<file path="src/rtl/mfek_ram.sv">
// Generic simple dual-port RAM: one write port, one read port, registered read.
// No dependencies.
module mfek_ram #(
    parameter int WIDTH = 8,
    parameter int DEPTH = 64
) (
    input  logic                     clk,
    input  logic                     we,
    input  logic [$clog2(DEPTH)-1:0] waddr,
    input  logic [WIDTH-1:0]         wdata,
    input  logic [$clog2(DEPTH)-1:0] raddr,
    output logic [WIDTH-1:0]         rdata
);

    logic [WIDTH-1:0] mem [DEPTH];

    always_ff @(posedge clk)
    begin
        if (we)
        begin
            mem[waddr] <= wdata;
        end
        rdata <= mem[raddr];
    end

endmodule
</file>
<file path="config.mk">
export PLATFORM = sky130hd
export DESIGN_NAME = mfek_ram
export DESIGN_NICKNAME = d
export VERILOG_FILES = /design/src/rtl/mfek_ram.sv
export SDC_FILE = /design/constraint.sdc
export NUM_CORES = 1
export LEC_CHECK = 0
export ABC_AREA = 1
export BUFFER_PORTS_ARGS = -buffer_cell sky130_fd_sc_hd__buf_4
export CORE_UTILIZATION = 53
export CTS_CLUSTER_SIZE = 25
export DETAILED_ROUTE_END_ITERATION = 12
export PLACE_DENSITY = 0.69
export SLEW_MARGIN = 20
export SYNTH_ARGS = -nofsm -noshare
export SYNTH_HDL_FRONTEND = slang
export SYNTH_SLANG_ARGS = --single-unit
</file>
<file path="constraint.sdc">
create_clock -name clk -period 5.3 [get_ports clk]
set_clock_uncertainty 0.05 [all_clocks]
set_input_delay 0.795 -clock clk [delete_from_list [all_inputs] [get_ports clk]]
set_output_delay 0.795 -clock clk [all_outputs]
set_load 0.02 [all_outputs]
</file>
---- Yosys cells after proc, flatten, opt, wreduce, memory -nomap -nowiden ----
Memories as Yosys holds them, arrays and structs flattened. A register that Yosys moved wholly into a read port is not among the register bits.
Index checks and enable logic that the tools add are counted.
word-level totals
  register bits ........................... 0
  bits in writable memories ............... 512
  bits of input ports ..................... 22
  output and inout bits ................... 8
  logic and storage cells ................. 3
  memories kept ........................... 1
memories
  memory  words  width  read ports  clocked after memory_dff  write ports  line  RTL
  mem     64     8      1           1                         1            15    logic [WIDTH-1:0] mem [DEPTH];
operators by class
  muxes and demuxes ....................... 2
operators with widths
  kind    number
  $mux 1  2

---- Longest topological paths before layout ----
Gate-level depths: netlist of the first run.
  depth in word-level cells ............... 2
  mapped depth ............................ 12
  mapped depth without buffers ............ 9

---- Least setup slack after synthesis of the first run ----
OpenSTA, ideal clock, no wires.
  kind .................................... input to register
  start ................................... input port we
  end ..................................... memory mem[48][0] (enable)
  setup time .............................. 0.395 ns
  arrival ................................. 2.166 ns
  data required time ...................... 4.855 ns
  slack ................................... 2.689 ns
  stages on the path ...................... 3
  path buffers ............................ 1
  cell sequence ........................... clkbuf_1 > nand4_1 > nor4_1
on the way
  word-level cells in the longest chain between the ends .. 2
ends and longest elaborated chain
  element                       line  RTL
  start: declaration            8     input logic we,
  $mux 1                        19    if (we)
  $mux 1 (implied by the code)  21    mem[waddr] <= wdata;
  end: declaration              15
No other way between the ends.

==> results of run 1 <==
==> Yosys cell counts (all sizes together) <==
cell      n  area share, %
nand2   648             11
edfxtp  512             72
nand3   439             10
buf      98            3.5
nor2     56           0.99
clkbuf   15           0.26
inv      12           0.23
nand4     9           0.26
dfxtp     8           0.75
nor4      8           0.23
==> worst paths after layout <==
check	from	end	slack [ns]
setup / recovery	raddr[1]	rdata[5]	2.39
hold / removal	raddr[5]	rdata[0]	0.49
setup reg to reg	mem[22][5]	rdata[5]	3.71
hold reg to reg	mem[44][0]	rdata[0]	0.75
==> sequential cells by signal (all words and copies together), names as in the netlist <==
| register | flops |
|---|---|
| rdata | 8 |
| mem | 512 |
==> power breakdown <==
group          internal (mW)  total [mW]  switching (mW)  leakage (nW)
Clock                   1.91        3.39            1.48         0.756
Combinational          0.125       0.519           0.394          2.81
Sequential              4.55        4.57          0.0201          4.67
Total                   6.58        8.48            1.90          8.24
==> cell families after synthesis <==
group | Yosys count | share of synthesized area [%]
DFF | 520 | 72.8
buffers and inverters | 125 | 4.02
and+or+nand+nor | 1160 | 23.2
==> cell type report <==
type	instances	area [um^2]
fillers	3151	16600
flip-flops and latches	520	15500
multi-input cells	1160	4950
clock buffers	72	1420
well taps	525	657
repair buffers	45	369
clock inverters	23	128
inverters	12	52.6
diodes	1	2.50
==> through the flow <==
stage / util, % / std cells
2_1_floorplan: - / 1805
3_3_place_gp: 54.3 / 2262
3_5_place_dp: 54.3 / 2262
4_1_cts: 58.2 / 2357
5_1_grt: 58.2 / 2357
6_report: 58.2 / 2358
==> layer usage <==
metal  up-vias  track usage, %  part of all wire (%)
li1       6314               -                     -
met1      6616            35.8                    41
met2       622            38.6                    46
met3       116            4.33                   8.4
met4         2            11.4                   3.8
met5         -               0                 0.027
==> worst max-delay path, stage by stage <==
cell	delay (ns)
buf_4	0.58
buf_4	0.80
nand3_1	0.15
nand3_1	0.19
nand2_1	0.10
nand2_1	0.08
nand3_1	0.24
nand3_1	0.24
nand2_1	0.08
==> summary.txt, run 1 <==
Status: finished, final reports clean
CTS Hold Bufs: 0
Fin. Hold Viols: 0
Fin worst setup slack: 2.39 ns
Post-Route WL: 51.0 mm
Max-cap violation count: 0
First-pass GRT wire length: 78.0 mm
GRT Util Overall: 25.3%
Type of element capturing the critical path: flip-flop
Worst slew margin: 27.9%
Initial antenna violation count: 2
CTS Buf Count: 52
CTS Sinks: 520
Initial core utilization: 53.7%
Static Leak: 8.24 nW
DRC violations left: 0
Register area share after synthesis: 72.8%
Gp weighted congestion: 0.899
Startpoint types: input port
Worst slew pin tran: 1.07 ns
Layout cells sized above 1: 6.28%
Port bufs: 29
Antenna Nets Post-Route: 0
Final setup fails: 0
Nets@finish: 1813
Die X: 203 um
Synth Area per Inst: 11.8 um^2
Place WS: 1.93 ns
Min Tclk post-route: 2.91 ns
Clk root buf: clkbuf_16
Peak VDD IR: 0.282 mV
Most frequent cells in the layout: nand2_1 (648), edfxtp_1 (512), nand3_1 (439)
CTS tree: yes
Hold path cells: 3
PostCTS Resize Cnt: 0
Commonest non-fill, non-tap cell in the layout: nand2_1
WP data required: 5.73 ns
Post-layout power: 8.48 mW
Pwr dens: 367 mW/mm^2
Yosys warnings: 0
First drt pass iteration count: 5
I/O pins: 30
Worst hold path class: input port to flip-flop
Die height: 203 um
Period utilisation layout: 54.9%
#FFs+latches synth: 520
Worst Path Max Fanout: 68
Grt ovf: 0
Cells after Synth: 1805
Synth unique cells: 16
Syn-to-layout area delta: 8.29%
Min Hold Slack: 0.486 ns
DIE AREA: 0.0411 mm^2
# Post-CTS Setup Buffers: 0
Maximum clock rate: 344 MHz
Number of global-route vias before repair: 12.9k
Design area: 0.0231 mm^2
Unrepaired setup endpoints after global routing: false
Post-route setup TNS: 0 ns
Syn Nets: 1827
Worst EP arrival: 3.34 ns
Starting DRT DRC Count: 1444
Drt wl/cell: 21.6 um
Largest net degree at the start of global routing: 175
Mapped cell area: 0.0213 mm^2
Cell Area, Placed: 0.0216 mm^2
Worst skew pair latency: 0.59 ns
Via count: 13.7k
CTS clk-pin slew, worst paths: 0.06 ns
Clock buffer depth: 3
Post-DP HPWL: 28.3 mm
Setup CP Type: input port to flip-flop
Slew Limit Fails: 0
Drt via density: 5.80
FF-to-FF path depth: 8
H-tree depth: 2
Core Box Area: 0.0397 mm^2
Site Rows: 73
No activity file was read; power rests on OpenSTA's default activity.
==> run 2, diff against run 1 <==
--- a/config.mk
+++ b/config.mk
@@ -10,7 +10,7 @@
 export CORE_UTILIZATION = 53
 export CTS_CLUSTER_SIZE = 25
 export DETAILED_ROUTE_END_ITERATION = 12
-export PLACE_DENSITY = 0.69
+export PLACE_DENSITY = 0.72
 export SLEW_MARGIN = 20
 export SYNTH_ARGS = -nofsm -noshare
 export SYNTH_HDL_FRONTEND = slang
==> constraint.sdc (replaced) <==
create_clock -name clk -period 2.4 [get_ports clk]
set_clock_uncertainty 0.05 [all_clocks]
set_input_delay 0.36 -clock clk [delete_from_list [all_inputs] [get_ports clk]]
set_output_delay 0.36 -clock clk [all_outputs]
set_load 0.02 [all_outputs]
==> run 2 against run 1 <==
Net effect:
- sequential power increased by 120%
- global-route usage increased by 1.2 points
- worst hold slack got worse by 0.41 ns
- flip-flop and latch count unchanged
- die area unchanged
- design area increased by 3.6%
- via count increased by 4.5%
- combinational power increased by 140%
- clock power increased by 120%
- cell count increased by 3.5%
- largest power group unchanged
==> summary.txt, run 2 (same netlist as run 1, synthesis figures left out) <==
Final instance count without filler cells: 2441 (+3.5%)
Max-cap violation count: 0 (unchanged)
Antenna Diode Count: 0 (-1)
Pwr dens: 786 mW/mm^2 (+110%)
CTS clk-pin slew, worst paths: 0.06 ns (about the same)
Post-Route WL: 53.5 mm (+5.0%)
Period utilisation layout: 70.8%
Final setup fails: 0 (unchanged)
Port bufs: 29 (unchanged)
WP depth: 1 (-8)
Post-route setup TNS: 0 ns (unchanged)
Starting DRT DRC Count: 1852 (+28%)
Layout Utilization: 60.3% (+2.1 points)
Crit Reg-Reg Startpoint: mem[23][6]
# Post-CTS Setup Buffers: 0 (unchanged)
First-pass GRT wire length: 81.3 mm (+4.2%)
GRT Util Overall: 26.5% (+1.2 points)
CTS Buf Count: 51 (-1.9%)
Worst hold path class: input port to flip-flop
Setup CP Type: flip-flop to primary output
Area of the multi-input gates: 0.00495 mm^2 (unchanged)
Top Registers: mem: 512 flops, rdata: 8 flops
Drt wl/cell: 21.9 um (+1.4%)
Initial core utilization: 53.7% (unchanged)
Clk root buf: clkbuf_16
First drt pass iteration count: 5 (unchanged)
Critical-path top delay cell: dfxtp_1
Register Area: 0.0155 mm^2 (unchanged)
Startpoint types: flip-flop
Peak VDD IR: 0.568 mV (+100%)
Post-Place Cells: 2348 (+3.8%)
I/O pins: 30 (unchanged)
CP endpoint: rdata[0]
Core Box Area: 0.0397 mm^2 (unchanged)
CTS Hold Bufs: 0 (unchanged)
Unrepaired setup endpoints after global routing: false
FF-to-FF path depth: 8 (unchanged)
Most frequent cells in the layout: nand2_1 (648), edfxtp_1 (512), nand3_1 (439)
WP data required: 1.99 ns (-3.74 ns)
Crit path cell chain: buf_4
Grt ovf: 0 (unchanged)
Worst slew pin tran: 0.836 ns (-0.236 ns)
Drt via density: 5.85 (+0.91%)
Syn-to-layout area delta: 12.2%
Critical path buffer and inverter count: 1 (-1)
CP top delay family: flip-flops
Initial antenna violation count: 1 (-1)
Site Rows: 73 (unchanged)
Largest net degree at the start of global routing: 109 (-38%)
Slew Limit Fails: 0 (unchanged)
Clock buffer depth: 3 (unchanged)
Die X: 203 um (unchanged)
Post-layout power: 18.8 mW (+120%)
CTS tree: yes
Post-DP HPWL: 31.0 mm (+9.5%)
Largest Register: mem
Worst Path Max Fanout: 1 (-99%)
DIE AREA: 0.0411 mm^2 (unchanged)
Type of element capturing the critical path: primary output
Min Tclk post-route: 1.70 ns
Worst slew margin: 44.3% (+16 points)
Layout cells sized above 1: 10.3% (+4.0 points)
PostCTS Resize Cnt: 0 (unchanged)
Status: finished, final reports clean
Antenna Nets Post-Route: 0 (unchanged)
Critical R2R Capture: rdata[6]
Via count: 14.3k (+4.5%)
Reg2Reg Setup Slack: 0.86 ns (-2.85 ns)
Worst skew pair latency: 0.59 ns (about the same)
Nets@finish: 1898 (+4.7%)
Max reg flops: 512 (unchanged)
Slowest cell delay on critical path: 0.49 ns (-0.31 ns)
H-tree depth: 2 (unchanged)
Die height: 203 um (unchanged)
Static Leak: 8.76 nW (+6.3%)
Crit path launch: rdata[0]
DRC violations left: 0 (unchanged)
CTS Sinks: 520 (unchanged)
Gp weighted congestion: 0.938 (+4.3%)
Fin. Hold Viols: 0 (unchanged)
Worst EP arrival: 1.29 ns (-2.05 ns)
Number of global-route vias before repair: 13.8k (+6.5%)
Filler instances: 3045 (-3.4%)
Commonest non-fill, non-tap cell in the layout: nand2_1
Maximum clock rate: 588 MHz
[run 2: through the flow]
stage / setup WS (ns) / cell area (um^2) / hold slack (ns)
after floorplan: 0.224 / 21300 / 0.409
after global placement: 0.394 / 22400 / 0.648
after detailed placement: 0.369 / 22400 / 0.647
after CTS: 0.701 / 23900 / 0.0374
after global routing: 0.671 / 23900 / 0.0571
final: 0.700 / 23900 / 0.0784
[run 2: metal layers]
layer / global-route usage, % / up-vias / routed length (um)
met5: 0 / - / 13
li1: - / 6494 / -
met2: 41.4 / 757 / 25300
met4: 11.1 / 2 / 1860
met1: 37.0 / 6904 / 21600
met3: 4.54 / 123 / 4820
[run 2: area by class of cell]
class / count / share of cell area [%]
sequential: 520 / 64.9
multi-input combinational: 1160 / 20.7
clock buffer: 67 / 5.76
timing repair buffer: 131 / 5.06
tap: 525 / 2.74
clock inverter: 26 / 0.669
inverter: 12 / 0.219
[run 2: worst min-delay path by stage]
| stage | start | endpoint | slack (ns) | depth (start not counted) |
|---|---|---|---|---|
| finish | raddr[5] | rdata[1] | 0.08 | 3 |
| global route | raddr[5] | rdata[7] | 0.06 | 3 |
| CTS | raddr[5] | rdata[1] | 0.04 | 3 |
| detailed placement | raddr[5] | rdata[1] | 0.65 | 3 |
| global placement | raddr[5] | rdata[1] | 0.65 | 3 |
| floorplan | wdata[0] | mem[0][0] | 0.41 | 0 |
[run 2: where the power goes]
| part | switching [mW] | total (mW) | internal [mW] |
|---|---|---|---|
| clock | 3.24 | 7.47 | 4.23 |
| combinational | 0.911 | 1.25 | 0.341 |
| sequential | 0.0417 | 10.1 | 10.1 |
| total | 4.19 | 18.8 | 14.6 |
